## src/hdl/pwg_pkg.sv

```systemverilog
// ----------------------------------------------------------------------------
// pwg_pkg
// Shared types and constants of the periodic waveform generator.
// ----------------------------------------------------------------------------
package pwg_pkg;

  typedef enum logic [1:0] {
    MODE_SINE     = 2'd0,
    MODE_SQUARE   = 2'd1,
    MODE_TRIANGLE = 2'd2,
    MODE_SAWTOOTH = 2'd3
  } mode_e;

  typedef enum logic [2:0] {
    REG_MODE        = 3'd0,
    REG_SINE_FREQ   = 3'd1,
    REG_WAVE_PERIOD = 3'd2,
    REG_AMPLITUDE   = 3'd3,
    REG_TIME_OFFSET = 3'd4,
    REG_TURN_OFFSET = 3'd5
  } reg_idx_e;

  typedef struct packed {
    mode_e              mode;
    logic [31:0]        sine_frequency;
    logic [31:0]        wave_period;
    logic signed [15:0] amplitude;
    logic [31:0]        time_offset;
    logic [15:0]        turn_offset;
  } cfg_t;

  typedef struct packed {
    logic [31:0] sample_time;
    logic        is_sine;
  } item_t;

  typedef struct packed {
    logic signed [15:0] level;
    logic               period_fault;
  } res_t;

  localparam logic [30:0] Q30_ONE    = 31'h4000_0000;
  localparam logic [32:0] TWO_PI_Q30 = 33'd6746518852;
  localparam logic [15:0] LEVEL_MAX  = 16'd32767;

  localparam int unsigned SIN_STEPS = 6;
  localparam int unsigned SIN_DIV [SIN_STEPS] = '{156, 110, 72, 42, 20, 6};

  // saturate a magnitude and apply its sign
  function automatic logic signed [15:0] sat_level(input logic [15:0] mag, input logic neg);
    logic [15:0] m;
    m = (mag > LEVEL_MAX) ? LEVEL_MAX : mag;
    return neg ? -$signed(m) : $signed(m);
  endfunction

endpackage

```

## src/hdl/pwg_front.sv

```systemverilog
// ----------------------------------------------------------------------------
// pwg_front
// Input register: takes a sample beat and tags it for the sine or wave unit.
// ----------------------------------------------------------------------------
module pwg_front (
  input  logic           clk_i,
  input  logic           rst_ni,
  input  logic           in_valid_i,
  output logic           in_ready_o,
  input  logic [31:0]    in_time_i,
  input  pwg_pkg::mode_e mode_i,
  output logic           out_valid_o,
  input  logic           out_ready_i,
  output pwg_pkg::item_t out_item_o
);
  import pwg_pkg::*;

  logic  valid_q;
  item_t item_q;

  assign in_ready_o  = !valid_q || out_ready_i;
  assign out_valid_o = valid_q;
  assign out_item_o  = item_q;

  always_ff @(posedge clk_i or negedge rst_ni) begin
    if (!rst_ni) begin
      valid_q <= 1'b0;
    end else if (in_ready_o) begin
      valid_q <= in_valid_i;
    end
  end

  always_ff @(posedge clk_i) begin
    if (in_ready_o && in_valid_i) begin
      item_q.sample_time <= in_time_i;
      item_q.is_sine     <= (mode_i == MODE_SINE);
    end
  end

endmodule

```

## config.mk

```make
export PLATFORM = sky130hd
export DESIGN_NAME = pwg_front
export DESIGN_NICKNAME = d
export VERILOG_FILES = /design/src/hdl/pwg_pkg.sv /design/src/hdl/pwg_front.sv
export SDC_FILE = /design/constraint.sdc
export NUM_CORES = 1
export LEC_CHECK = 0
export BUFFER_PORTS_ARGS = -buffer_cell sky130_fd_sc_hd__buf_2
export CAP_MARGIN = 40
export CORE_ASPECT_RATIO = 1.2
export CORE_UTILIZATION = 41
export CTS_BUF_LIST = sky130_fd_sc_hd__clkbuf_4
export DETAILED_ROUTE_END_ITERATION = 8
export PLACE_DENSITY = 0.84
export REMOVE_ABC_BUFFERS = 1
export SLEW_MARGIN = 10
export SYNTH_ARGS = -nofsm -noshare
export SYNTH_HDL_FRONTEND = slang
export SYNTH_SLANG_ARGS = --single-unit
```

## constraint.sdc

```tcl
create_clock -name clk_i -period 1.6 [get_ports clk_i]
set_clock_uncertainty 0.1 [all_clocks]
set_input_delay 0.16 -clock clk_i [delete_from_list [all_inputs] [get_ports clk_i]]
set_output_delay 0.16 -clock clk_i [all_outputs]
set_load 0.01 [all_outputs]
```

== Word level (Yosys, flattened, before mapping) ==
Index checks and enable logic that the tools add are counted.
W data, S select, Z words.

* Reductions and logical operators: 4

{| class="wikitable"
|+ Operators with widths
! operator !! number
|-
| $logic_not A2 Y1 || 1
|-
| $logic_and A1 B1 Y1 || 1
|-
| $logic_not A1 Y1 || 1
|-
| $logic_or A1 B1 Y1 || 1
|}

* Flip-flop bits (word level): 34
* Input port bits: 38
* Output and inout port bits: 35
* Logic and storage cells: 7

== Longest topological paths before layout ==
* Depth after elaboration: 3
* Gate-level depth with buffers: 2
* Depth with buffers taken out: 2

== Least setup slack after synthesis ==
OpenSTA, ideal clock, no wires.

* Path type: register -> register
* Start point: register valid_q (netlist: out_valid_o)
* End point: register item_q (netlist bit out_item_o[0]), enable pin
* Setup time: 0.341 ns
* Data arrival time: 0.876 ns
* Data required time: 1.159 ns
* Slack: 0.283 ns
* Stages on the path, launching flop included: 3
* Buffers on the path: 0
* Period minus slack after synthesis: 1.317 ns
* Cell sequence: dfrtp_1 -> nand2b_4 -> and2_4

* Word-level cells in the longest chain between the ends: 3

{| class="wikitable"
|+ Ends and longest elaborated chain
! item !! RTL line !! text
|-
| start: declaration || pwg_front.sv:18 || <nowiki>logic valid_q;</nowiki>
|-
| start signal: assignment || pwg_front.sv:29 || <nowiki>valid_q <= in_valid_i;</nowiki>
|-
| $logic_not A1 Y1 || pwg_front.sv:21 || <nowiki>assign in_ready_o = !valid_q || out_ready_i;</nowiki>
|-
| $logic_or A1 B1 Y1 || pwg_front.sv:21 ||
|-
| via in_ready_o || pwg_front.sv:9 || <nowiki>output logic in_ready_o,</nowiki>
|-
| $logic_and A1 B1 Y1 || pwg_front.sv:34 || <nowiki>if (in_ready_o && in_valid_i) begin</nowiki>
|-
| end: declaration || pwg_front.sv:19 || <nowiki>item_t item_q;</nowiki>
|}

The timed path passes the listed nets, and every way through them passes these cells.
A chain may end at the register's enable or synchronous reset.

== Worst setup path in the final report ==
* Start point: input port mode_i[0]
* End point: register item_q (netlist bit out_item_o[0]), data pin

* Word-level cells in the longest chain between the ends: 1

{| class="wikitable"
|+ Ends and longest elaborated chain
! item !! RTL line !! text
|-
| start: declaration || pwg_front.sv:11 || <nowiki>input pwg_pkg::mode_e mode_i,</nowiki>
|-
| $logic_not A2 Y1 || pwg_front.sv:36 || <nowiki>item_q.is_sine <= (mode_i == MODE_SINE);</nowiki>
|}

Every way passes these cells.

==> metrics.csv <==
metric;value;unit
critical path required time;1.59;ns
DRC;0;
largest net degree at the start of global routing;34;
commonest non-fill, non-tap cells in the layout;buf_2, dlygate4sd3_1, edfxtp_1, clkbuf_4;
H-tree levels;2;
Crit path depth;4;
GRT overflow;0;
Min-Delay Path Class;in2reg;
most common cell after layout, fill and taps aside;buf_2;
FF-to-FF path depth;2;
register area;1016;um2
wire length of the first global-routing pass;3.822;mm
Tcrit/Tclk final;85.40;%
die area;2764;um2
clock sinks;34;
Post-CTS Setup Bufs;0;
Worst-path clk slew;0.11;ns
gr usage total;21.85;%
WS Path Type;in2reg;
CTS Buf Count;5;
antenna-violating nets left;0;
Final Net Count;191;
WP buf/inv;3;
CTS Buffer Depth;2;
synthesized area per cell;27.59;um2
cell mode on critical path;dlygate4sd3_1;
WHS;0.02275;ns
outcome;complete, no violations;
Antenna Cells;0;
worst vdd ir;0.0009133;V
Routability Congestion;0.6419;
worst-margin pin slew;0.4083;ns
max frequency;0.7318;GHz
PortBufs;72;
synth-to-layout area growth;77.57;%
vias in the first global route;822;
PwrDens;914.0;nW/um2
crit-path max cell delay;0.56;ns
Horiz. Die Dim;48.17;um
DIE HEIGHT;57.40;um
setup ws final;0.2336;ns
WL final;2.642;mm
fin. max-slew vios;0;
Initial Util;44.55;%
Synth Instances;38;
Seq/Total Area, Yosys;96.90;%
mapped cell area;1049;um2
area of the core;2354;um2
leakage;0.0008061;uW
Final min period;1.366;ns
CTS root buf;clkbuf_4;
initial antenna violation count;0;
fill count;129;
worst path arrival time;1.36;ns
DP Worst Slack;0.2513;ns
startpoint types;input port;
CTS tree;done;
# rows;19;
post-DR wirelength/cell;14.28;um
Hold Violations, Final;0;
Post-CTS Resized;0;
RSZ-0062 raised after global routing;no;
max_slew headroom;72.78;%
I/O pin cnt;73;
Vias;814;
layout cells sized above 1;52.60;%
crit-path cells;dlygate4sd3_1 -> buf_2 -> nor2_1 -> dlygate4sd3_1;
MaxCap Viol Count;0;
#FFs+latches synth;34;
crit-path max FO;1;
Synth cell types;6;
area of the multi-input gates;32.53;um2
Layout Utilization;79.11;%
Setup crit end kind;register;
clk_lat worst skew;0.33;ns
via/cell ratio;4.400;
setup_tns;0;ns
critical-path cell with the highest stage delay;dlygate4sd3_1;
cell family with most CP delay;buffers and inverters;
DR iter-0 viols;16;
Hold Path Depth;3;
Yosys warnings;0;
first-pass iteration count of the detailed router;4;
Setup Viol. Count Final;0;
worst paths after layout:
check,slack (ns),to,startpoint
setup / recovery,0.23,out_item_o[0],mode_i[0]
hold / removal,0.02,out_valid_o,out_ready_i
setup reg to reg,0.24,out_item_o[26],out_valid_o
hold reg to reg,0.48,out_valid_o,out_valid_o
max in group asynchronous,1.28,out_valid_o,rst_ni
min in group asynchronous,0.03,out_valid_o,rst_ni
stage by stage:
step	power (uW)	instances	area, um2
floorplan	1118	38	1049
global placement	1205	141	1448
detailed placement	1211	141	1448
CTS	1706	185	1862
global route	1767	185	1862
finish	1702	185	1862
power breakdown:
group | leakage [uW] | internal (uW) | switching, uW
clock network | 0.0000286 | 163 | 273
logic | 0.000452 | 125 | 92.1
registers | 0.000325 | 1030 | 13.6
per-layer routing:
metal	routed length [um]	track usage, %
met4	58	11.90
met1	953	23.11
met3	220	7.595
met5	0	0
met2	1410	36.00
timing repair:
item | in CTS | in global routing
hold buffers | 36 | 0
endpoints found under the hold margin | 35 | 0
setup endpoints to repair | 0 | 0
registers in the layout, summed over array words and instances, names as in the netlist:
name,cells
out_item_o,33
out_valid_o,1
logic make-up after synthesis:
| family | synth area share [%] |
|---|---|
| and+or+nand+nor | 3.103 |
| DFF | 96.90 |
Yosys cell counts:
cell       n  share of area [%]
and2_4     1               0.84
nand2b_1   1               0.60
dfrtp_1    1                2.4
edfxtp_1  33                 95
nand2b_4   1                1.3
nor2_1     1               0.36
worst min-delay path: cells and delay by family:
| kind | cells | cell delay (ns) |
|---|---|---|
| buffers and inverters | 1 | 0.08 |
| and+or+nand+nor | 2 | 0.18 |
area by class of cell:
| class | count | area share (%) |
|---|---|---|
| clock inverters | 3 | 0.8737 |
| clock buffers | 5 | 2.016 |
| multi-input cells | 4 | 1.747 |
| well taps | 31 | 2.083 |
| flip-flops and latches | 34 | 54.57 |
| repair buffers | 108 | 38.71 |
Power figures use the tool's default switching activity.
