`src/hdl/pwg_pkg.sv`:
```
// ----------------------------------------------------------------------------
// pwg_pkg
// Shared types and constants of the periodic waveform generator.
// ----------------------------------------------------------------------------
package pwg_pkg;

  typedef enum logic [1:0] {
    MODE_SINE     = 2'd0,
    MODE_SQUARE   = 2'd1,
    MODE_TRIANGLE = 2'd2,
    MODE_SAWTOOTH = 2'd3
  } mode_e;

  typedef enum logic [2:0] {
    REG_MODE        = 3'd0,
    REG_SINE_FREQ   = 3'd1,
    REG_WAVE_PERIOD = 3'd2,
    REG_AMPLITUDE   = 3'd3,
    REG_TIME_OFFSET = 3'd4,
    REG_TURN_OFFSET = 3'd5
  } reg_idx_e;

  typedef struct packed {
    mode_e              mode;
    logic [31:0]        sine_frequency;
    logic [31:0]        wave_period;
    logic signed [15:0] amplitude;
    logic [31:0]        time_offset;
    logic [15:0]        turn_offset;
  } cfg_t;

  typedef struct packed {
    logic [31:0] sample_time;
    logic        is_sine;
  } item_t;

  typedef struct packed {
    logic signed [15:0] level;
    logic               period_fault;
  } res_t;

  localparam logic [30:0] Q30_ONE    = 31'h4000_0000;
  localparam logic [32:0] TWO_PI_Q30 = 33'd6746518852;
  localparam logic [15:0] LEVEL_MAX  = 16'd32767;

  localparam int unsigned SIN_STEPS = 6;
  localparam int unsigned SIN_DIV [SIN_STEPS] = '{156, 110, 72, 42, 20, 6};

  // saturate a magnitude and apply its sign
  function automatic logic signed [15:0] sat_level(input logic [15:0] mag, input logic neg);
    logic [15:0] m;
    m = (mag > LEVEL_MAX) ? LEVEL_MAX : mag;
    return neg ? -$signed(m) : $signed(m);
  endfunction

endpackage

```
`src/hdl/pwg_queue.sv`:
```
// ----------------------------------------------------------------------------
// pwg_queue
// Short fifo between the front register and the execution units.
// ----------------------------------------------------------------------------
module pwg_queue #(
  parameter int unsigned DEPTH = 2
) (
  input  logic           clk_i,
  input  logic           rst_ni,
  input  logic           push_valid_i,
  output logic           push_ready_o,
  input  pwg_pkg::item_t push_item_i,
  output logic           pop_valid_o,
  input  logic           pop_i,
  output pwg_pkg::item_t pop_item_o
);
  import pwg_pkg::*;

  localparam int unsigned AW = (DEPTH > 1) ? $clog2(DEPTH) : 1;

  item_t             mem_q [DEPTH];
  logic [AW-1:0]     wptr_q, rptr_q;
  logic [AW:0]       count_q;
  logic              push, pop;

  assign push_ready_o = (count_q != (AW+1)'(DEPTH));
  assign pop_valid_o  = (count_q != '0);
  assign push         = push_valid_i && push_ready_o;
  assign pop          = pop_i && pop_valid_o;
  assign pop_item_o   = mem_q[rptr_q];

  function automatic logic [AW-1:0] next_ptr(input logic [AW-1:0] p);
    return (p == AW'(DEPTH - 1)) ? '0 : p + AW'(1);
  endfunction

  always_ff @(posedge clk_i or negedge rst_ni) begin
    if (!rst_ni) begin
      wptr_q  <= '0;
      rptr_q  <= '0;
      count_q <= '0;
    end else begin
      if (push) wptr_q <= next_ptr(wptr_q);
      if (pop)  rptr_q <= next_ptr(rptr_q);
      if (push && !pop) count_q <= count_q + (AW+1)'(1);
      else if (pop && !push) count_q <= count_q - (AW+1)'(1);
    end
  end

  always_ff @(posedge clk_i) begin
    if (push) mem_q[wptr_q] <= push_item_i;
  end

endmodule

```
`config.mk`:
```
export PLATFORM = sky130hd
export DESIGN_NAME = pwg_queue
export DESIGN_NICKNAME = d
export VERILOG_FILES = /design/src/hdl/pwg_pkg.sv /design/src/hdl/pwg_queue.sv
export SDC_FILE = /design/constraint.sdc
export NUM_CORES = 1
export LEC_CHECK = 0
export ABC_CLOCK_PERIOD_IN_PS = 2680
export BUFFER_PORTS_ARGS = -buffer_cell sky130_fd_sc_hd__buf_2
export CAP_MARGIN = 20
export CORE_ASPECT_RATIO = 1.75
export CORE_MARGIN = 1.5
export CORE_UTILIZATION = 41
export CTS_BUF_LIST = sky130_fd_sc_hd__clkbuf_4
export DETAILED_ROUTE_END_ITERATION = 7
export PLACE_DENSITY = 0.68
export SLEW_MARGIN = 5
export SYNTH_ARGS = -nofsm -noshare
export SYNTH_HDL_FRONTEND = slang
export SYNTH_SLANG_ARGS = --single-unit
```
`constraint.sdc`:
```
create_clock -name clk_i -period 2.68 [get_ports clk_i]
set_clock_uncertainty 0.15 [all_clocks]
set_input_delay 0.268 -clock clk_i [delete_from_list [all_inputs] [get_ports clk_i]]
set_output_delay 0.268 -clock clk_i [all_outputs]
set_load 0.02 [all_outputs]
```
After elaboration in Yosys (flattened, before gate mapping)
Memory sizes are Yosys's and may differ from the RTL's. Index checks and enable logic that the tools add are counted.

Logic and storage cells: 23. Register bits: 4. Bits in writable memories: 66. Memories kept: 1.

Reductions and logical operators: 8. Mux-type cells: 6. Equality and inequality tests: 1. Add/subtract/negate cells: 4.

Memory list: mem_q (depth 2, width 33, read ports 1, clocked after memory_dff 0, write ports 1, RTL line pwg_queue.sv:21) `item_t mem_q [DEPTH];`.

Operator list (number): $logic_and 1x1->1 (4); $mux 1 (4); $mux 2 (2); $reduce_bool 2->1 (2); $add 1x1->1 const B (2); $add 2x1->2 const B (1); $logic_not 1->1 (2); $ne 2x2->1 const B (1); $sub 2x1->2 const B (1).

Logic depth before layout (Yosys ltp)
Gate-level depths: netlist of the first run.

Word-level depth: 6. Gate-level depth with buffers: 7.

Worst setup path before layout of the first run
No wires, ideal clock.

Kind: register to register. Start point: register count_q[0]. End point: memory mem_q[0][0] in the netlist's numbering, enable pin. Setup time: 423 ps. Path slack: -88 ps. Period minus slack after synthesis: 2768 ps. Data required time: 2107 ps. Arrival: 2195 ps. Buffers on the path: 0. Cell stages (with the launch flop): 4. Cell sequence: dfrtp_1 > nand2b_1 > nand2_1 > nor2_1.

Cells in the longest elaborated chain, start to end: 4.

RTL lines: start: declaration (RTL line pwg_queue.sv:23) `logic [AW:0] count_q;`; start signal: assignment (RTL line pwg_queue.sv:44) `if (push && !pop) count_q <= count_q + (AW+1)'(1);`; start signal: assignment (RTL line pwg_queue.sv:45) `else if (pop && !push) count_q <= count_q - (AW+1)'(1);`; $ne 2x2->1 (RTL line pwg_queue.sv:26) `assign push_ready_o = (count_q != (AW+1)'(DEPTH));`; net push_ready_o (RTL line pwg_queue.sv:11) `output logic push_ready_o,`; $logic_and 1x1->1 (RTL line pwg_queue.sv:28) `assign push = push_valid_i && push_ready_o;`; $mux 1 (RTL line pwg_queue.sv:50) `if (push) mem_q[wptr_q] <= push_item_i;`; $mux 1 (not written as such) (RTL line pwg_queue.sv:50); end: declaration (RTL line pwg_queue.sv:21).

The timed path passes the listed nets, and every way through them passes these cells.

==> metrics.md, run 1 <==
| Metric | Value |
|---|---|
| Vias/cell | `around 4.5` |
| Area grow syn2layout | `33.0%` |
| Post-route DRC | `0` |
| Max Freq | `0.450 GHz` |
| Routed vias | `~1400` |
| Initial Util | `0.420` |
| Syn avg cell area | `roughly 23 sq um` |
| Postcts setup bufs | `0` |
| Synthesized cell area | `approximately 2700 sq um` |
| Worst path required time | `roughly 2.3 ns` |
| Ant. Diodes | `0` |
| Hold Violations, Final | `0` |
| Slew @ Worst Pin | `0.792 ns` |
| Die height | `approximately 110 um` |
| R2R depth | `4` |
| I/O pins | `72` |
| Final GP Congestion | `approximately 0.71` |
| Core Util, Final | `0.559` |
| WS Path Type | `flip-flop to output port` |
| Register area share after synthesis | `0.763` |
| Max-cap viol count | `0` |
| Synthesis Warnings | `0` |
| Avg WL per Cell | `roughly 15 um` |
| Clk slew on worst S/H paths | `~0.10 ns` |
| Peak supply drop | `between 700 and 800 uV` |
| First-pass GRT wire length | `between 7000 and 8000 um` |
| Syn nets | `around 160` |
| Largest net degree at the start of global routing | `34` |
| Relative slew slack | `0.472` |
| Worst Path Max Fanout | `20` |
| Remaining Overflow, GRT | `0` |
| Crit. End Element | `output port` |
| RSZ-0062 raised after global routing | `no` |
| Synth cell types | `15` |
| Reg-to-Reg End | `mem_q[0][0]` |
| Fin. max-slew vios | `0` |
| Post-Layout Cell Count | `approximately 320` |
| CP startpoint kind | `flip-flop` |
| Tmin final | `approximately 2.2 ns` |
| Gr usage total | `0.143` |
| Die area | `7170 sq um` |
| Power per standard cell area | `roughly 990 nW/um^2` |
| Final Net Count | `274` |
| Outcome | `finished clean` |
| Initial DRC count | `29` |
| Placed Instances | `272` |
| CTS buffer count | `9` |
| Worst hold-check path type | `input port to async pin` |
| Clock buffer depth | `2` |
| Clk root buf | `clkbuf_4` |
| TritonRoute pass-1 iters | `4` |
| Hold-fix buffers, CTS | `35` |
| FP Rows | `39` |
| Vias in the first global route | `~1500` |
| Register bit total from synthesis | `70` |
| Worst slack, placed | `approximately 0.8 ns` |
| Htree depth | `3` |
| Static leakage power | `1.47 nW` |
| Final Setup Violations | `0` |
| Initial antenna violation count | `0` |
| Arrival @ worst endpoint | `around 1.8 ns` |
| Fin Setup TNS | `0 ns` |
| CTS Sinks | `70` |
| CTS resizes | `0` |
| Slack of the critical path | `0.456 ns` |
| R2r startpoint | `count_q[0]` |
| Antenna-violating nets left | `0` |
| Final period util | `0.830` |
| Core ar. | `between 6000 and 7000 sq um` |
| Die width | `between 60 and 70 um` |
| Post-Syn Instances | `121` |
| Port Buffer Count | `between 70 and 80` |
| CTS tree | `done` |
| DP Wirelength | `3020 um` |
| Share of cells above drive strength 1 | `0.515` |
| Routed WL | `roughly 4700 um` |
| FF-to-FF setup slack | `0.81 ns` |
| Clk_lat worst skew | `slightly below 0.4 ns` |
==> metrics by stage <==
step | total power [W] | hold WS (ns) | area [sq um]
final | 0.00361 | 0.0539 | 3630
after global routing | 0.00380 | 0.00309 | 3630
after CTS | 0.00366 | 0.00917 | 3630
after detailed placement | 0.00306 | -0.0665 | 3160
after global placement | 0.00303 | -0.0653 | 3160
after floorplan | 0.00272 | -0.178 | 2730
==> worst max-delay path: stages, from the launching register on <==
cell and delay [ns]:
dfrtp_2 0.67, buf_12 0.26, mux2_4 0.32, buf_2 0.16
==> power by group <==
part           leakage, nW  internal, W  switching (W)  total [W]
clock network       0.0699     0.000240       0.000323   0.000563
logic                0.746     0.000670       0.000735    0.00141
registers            0.659      0.00150       0.000137    0.00164
total                 1.47      0.00241        0.00120    0.00361
==> layout make-up <==
class | instances | area, sq um
repair buffers | 108 | 746
inverters | 1 | 3.75
clock buffers | 14 | 105
clock inverters | 2 | 8.76
fillers | 519 | 2860
well taps | 82 | 103
multi-input cells | 46 | 579
flip-flops and latches | 70 | 2080
==> worst max path at each step <==
| stage | startpoint | endpoint | slack, ns | cells after the start |
|---|---|---|---|---|
| 4_1_cts | rptr_q | pop_item_o[28] | 0.39 | 3 |
| 2_1_floorplan | count_q[0] | mem_q[0][0] | 0.45 | 3 |
| 6_report | rptr_q | pop_item_o[5] | 0.46 | 3 |
| 3_3_place_gp | count_q[0] | mem_q[1][32] | 0.84 | 2 |
| 5_1_grt | rptr_q | pop_item_o[6] | 0.34 | 3 |
| 3_5_place_dp | count_q[0] | mem_q[0][18] | 0.80 | 4 |
==> routing by layer <==
layer / global-route usage / wire, um
met1: 0.158 / 1820
met2: 0.236 / 2580
met3: 0.0558 / 218
met4: 0.0723 / 110
met5: 0 / 0
==> cell usage after synthesis <==
cell type / number / area [sq um]
and3_1: 1 / 6.26
inv_1: 1 / 3.75
dfrtp_1: 4 / 100
edfxtp_1: 66 / 1980
nor2_1: 2 / 7.51
nand2b_1: 1 / 6.26
buf_6: 1 / 11.3
mux2_2: 4 / 45.0
ha_1: 1 / 12.5
or2_1: 1 / 6.26
mux2_4: 29 / 435
xor2_1: 2 / 17.5
nand2_1: 2 / 7.51
xnor2_1: 3 / 26.3
buf_12: 3 / 60.1
==> flip-flops by register name (all words and copies together), names as in the netlist <==
| register | count |
|---|---|
| count_q | 2 |
| mem_q | 66 |
| rptr_q | 1 |
| wptr_q | 1 |
==> kinds of logic (layout without fill, tap and decap cells) <==
kind of cell / after synthesis / in the layout / share of synthesized area
xor gates and xnor gates: 5 / 5 / 0.0161
adders and majority gates: 1 / 1 / 0.00459
buffers and inverters: 5 / 125 / 0.0275
DFF: 70 / 70 / 0.763
muxes: 33 / 33 / 0.176
and+or+nand+nor: 7 / 7 / 0.0124
==> cell usage in the layout, fill, tap and decap left out, types with 2 or more instances in the layout <==
cell and count:
buf_12 2, buf_2 71, clkbuf_4 14, dfrtp_1 3
dlygate4sd3_1 35, edfxtp_1 66, mux2_2 4, mux2_4 29
nand2_1 2, xnor2_1 3, xor2_1 2
No activity file was read; power rests on OpenSTA's default activity.
==> run 2, diff against run 1 <==
Settings changed: ABC_CLOCK_PERIOD_IN_PS 2680 to 2320, PLACE_DENSITY 0.68 to 0.66.
Clock period 2.68 ns to 2.32 ns, I/O delays scaled along.
==> run 2 against run 1 <==
Against the previous run:
- clock-buffer cell count down 5
- die area unchanged
- via count up 1.2%
- sequential power up 14%
- non-clock buffer count up 4
- largest cell class unchanged
==> metrics.md, run 2 (synthesized netlist as in run 1, its figures left out) <==
| Metric | Value |
|---|---|
| Sequential group share of total power | `0.433 (-0.021)` |
| Arrival @ worst endpoint | `1.76 ns (-0.05 ns)` |
| TritonRoute pass-1 iters | `4 (unchanged)` |
| CP startpoint | `rptr_q` |
| Tmin final | `roughly 2.1 ns` |
| CTS buffer count | `9 (unchanged)` |
| Ant. Diodes | `0 (unchanged)` |
| Die height | `111 um (unchanged)` |
| WS Path Type | `flip-flop to output port` |
| Layout fillers | `534 (+2.9%)` |
| CTS tree | `done` |
| Top reg by flops | `mem_q` |
| Final Setup Violations | `0 (unchanged)` |
| Crit path buf inv count | `2 (unchanged)` |
| Avg WL per Cell | `13.5 um (-7.8%)` |
| Outcome | `finished clean` |
| Area grow syn2layout | `35.4%` |
| R2r startpoint | `count_q[0]` |
| CP top delay family | `flip-flops` |
| Antenna-violating nets left | `0 (unchanged)` |
| Initial antenna violation count | `0 (unchanged)` |
| Internal | `0.00295 W (+22%)` |
| Max Freq | `0.468 GHz` |
| Hold Startpoint | `push_valid_i` |
| Core Util, Final | `0.569 (+0.00983)` |
| Final period util | `0.922` |
| Peak supply drop | `658 uV (-12%)` |
| DP Wirelength | `2840 um (-6.0%)` |
| Slowest CP cell | `dfrtp_2` |
| Number of flip-flops in the largest register | `66 (unchanged)` |
| Combinational Power Share | `0.385 (-0.005)` |
| Vias/cell | `4.48 (+0.25%)` |
| Port Buffer Count | `71 (unchanged)` |
| Clock buffer depth | `2 (unchanged)` |
| Die area | `7170 sq um (unchanged)` |
| Top Registers | `mem_q (66), count_q (2)` |
| Cell Area, Placed | `3190 sq um (+0.71%)` |
| CP Cell Sequence | `buf_4, mux2_4, buf_2` |
| Fin Setup TNS | `0 ns (unchanged)` |
| Clk slew on worst S/H paths | `0.09 ns (about the same)` |
| Max-cap viol count | `0 (unchanged)` |
| CTS Sinks | `70 (unchanged)` |
| Routed WL | `4400 um (-6.9%)` |
| Die width | `64.7 um (unchanged)` |
| Remaining Overflow, GRT | `0 (unchanged)` |
| Slew @ Worst Pin | `0.411 ns (-0.382 ns)` |
| Postcts setup bufs | `0 (unchanged)` |
| Post-route DRC | `0 (unchanged)` |
| Routed vias | `1461 (+1.2%)` |
| Final Net Count | `278 (+1.5%)` |
| CP startpoint kind | `flip-flop` |
| Share of cells above drive strength 1 | `0.512 (-0.00223)` |
| RSZ-0062 raised after global routing | `no` |
| Max stage delay on crit path | `0.63 ns (-0.04 ns)` |
| Crit. End Element | `output port` |
| Relative slew slack | `0.726 (+0.254)` |
| Worst hold-check path type | `input port to flip-flop` |
| FP Rows | `39 (unchanged)` |
| Final Instance Area | `3690 sq um (+1.8%)` |
| FF-to-FF setup slack | `0.61 ns (-0.20 ns)` |
| Final Total Pwr | `0.00433 W (+20%)` |
| Htree depth | `3 (unchanged)` |
| Net Sw Frac | `0.319 (-0.0128)` |
| R2R depth | `3 (-1)` |
| Worst path required time | `1.94 ns (-0.32 ns)` |
| Final GP Congestion | `0.721 (+2.0%)` |
| Hold Violations, Final | `0 (unchanged)` |
| Vias in the first global route | `1505 (-0.33%)` |
| Largest net degree at the start of global routing | `20 (-41%)` |
| Initial DRC count | `37 (+28%)` |
| Reg-to-Reg End | `mem_q[1][12]` |
| I/O pins | `72 (unchanged)` |
| Gr usage total | `0.136 (-0.00783)` |
| Clk_lat worst skew | `0.39 ns (about the same)` |
| Number of stages on the worst hold path | `3` |
| Initial Util | `0.420 (unchanged)` |
| Fin. max-slew vios | `0 (unchanged)` |
| Worst Path Max Fanout | `14 (-30%)` |
| First-pass GRT wire length | `6840 um (-7.3%)` |
| Static leakage power | `1.50 nW (+2.0%)` |
| P_sw | `0.00138 W (+15%)` |
| Endpoint, Worst Hold | `wptr_q` |
| Most frequent cells in the layout | `71 x buf_2, 66 x edfxtp_1, 36 x dlygate4sd3_1, 29 x mux2_4, 9 x clkbuf_4` |
| Clk root buf | `clkbuf_4` |
| Power per standard cell area | `1170 nW/um^2 (+18%)` |
| Core ar. | `6490 sq um (unchanged)` |
| Clk pwr share | `0.183 (+0.027)` |
| Leading cell type in the layout, fill and taps excluded | `buf_2` |
## run 2: per-stage QoR
| step | setup WS [ns] | hold WS, ns | cells |
|---|---|---|---|
| floorplan | 0.0926 | -0.214 | 121 |
| global placement | 0.597 | -0.106 | 275 |
| detailed placement | 0.586 | -0.104 | 275 |
| CTS | 0.119 | 0.0175 | 326 |
| global route | 0.0659 | 0.0846 | 326 |
| finish | 0.182 | 0.0736 | 326 |
## run 2: worst max-delay path by stage
stage	to	slack (ns)	cells past startpoint
finish	pop_item_o[30]	0.18	3
global route	pop_item_o[26]	0.07	3
CTS	pop_item_o[27]	0.12	3
detailed placement	pop_item_o[32]	0.59	3
global placement	pop_item_o[30]	0.60	3
floorplan	mem_q[0][0]	0.09	3
## run 2: power groups by stage
stage,combinational [W],clock (W),sequential [W]
finish,0.00167,0.000791,0.00187
global route,0.00176,0.000858,0.00191
floorplan,0.00132,0,0.00183
global placement,0.00163,0,0.00190
detailed placement,0.00163,0,0.00191
CTS,0.00168,0.000825,0.00188
## run 2: repair_timing
| action | in CTS | in global routing |
|---|---|---|
| hold endpoints to repair | 71 | 0 |
| resized for setup | 0 | 0 |
| hold buffers | 36 | 0 |
| setup endpoints to repair | 0 | 0 |
## run 2: routing by layer
metal | vias to the layer above | track usage | routed length [um]
met1 | 704 | 0.124 | 1530
met5 | - | 0 | 0
met3 | 6 | 0.0457 | 189
met2 | 45 | 0.248 | 2590
met4 | 0 | 0.0809 | 93
li1 | 706 | - | -
## run 2: area by class of cell
type | count | area, sq um | share of cell area
tap | 82 | 103 | 0.0278
clock inverter | 6 | 77.6 | 0.0210
inverter | 1 | 3.75 | 0.00102
clock buffer | 9 | 67.6 | 0.0183
sequential | 70 | 2080 | 0.564
multi-input combinational | 46 | 579 | 0.157
timing repair buffer | 112 | 778 | 0.211
## run 2: worst min-delay path, delay by kind of cell
family                 cells  cell delay, ns
buffers and inverters      1            0.10
AND/OR/NAND/NOR            1            0.15
XOR/XNOR                   1            0.09
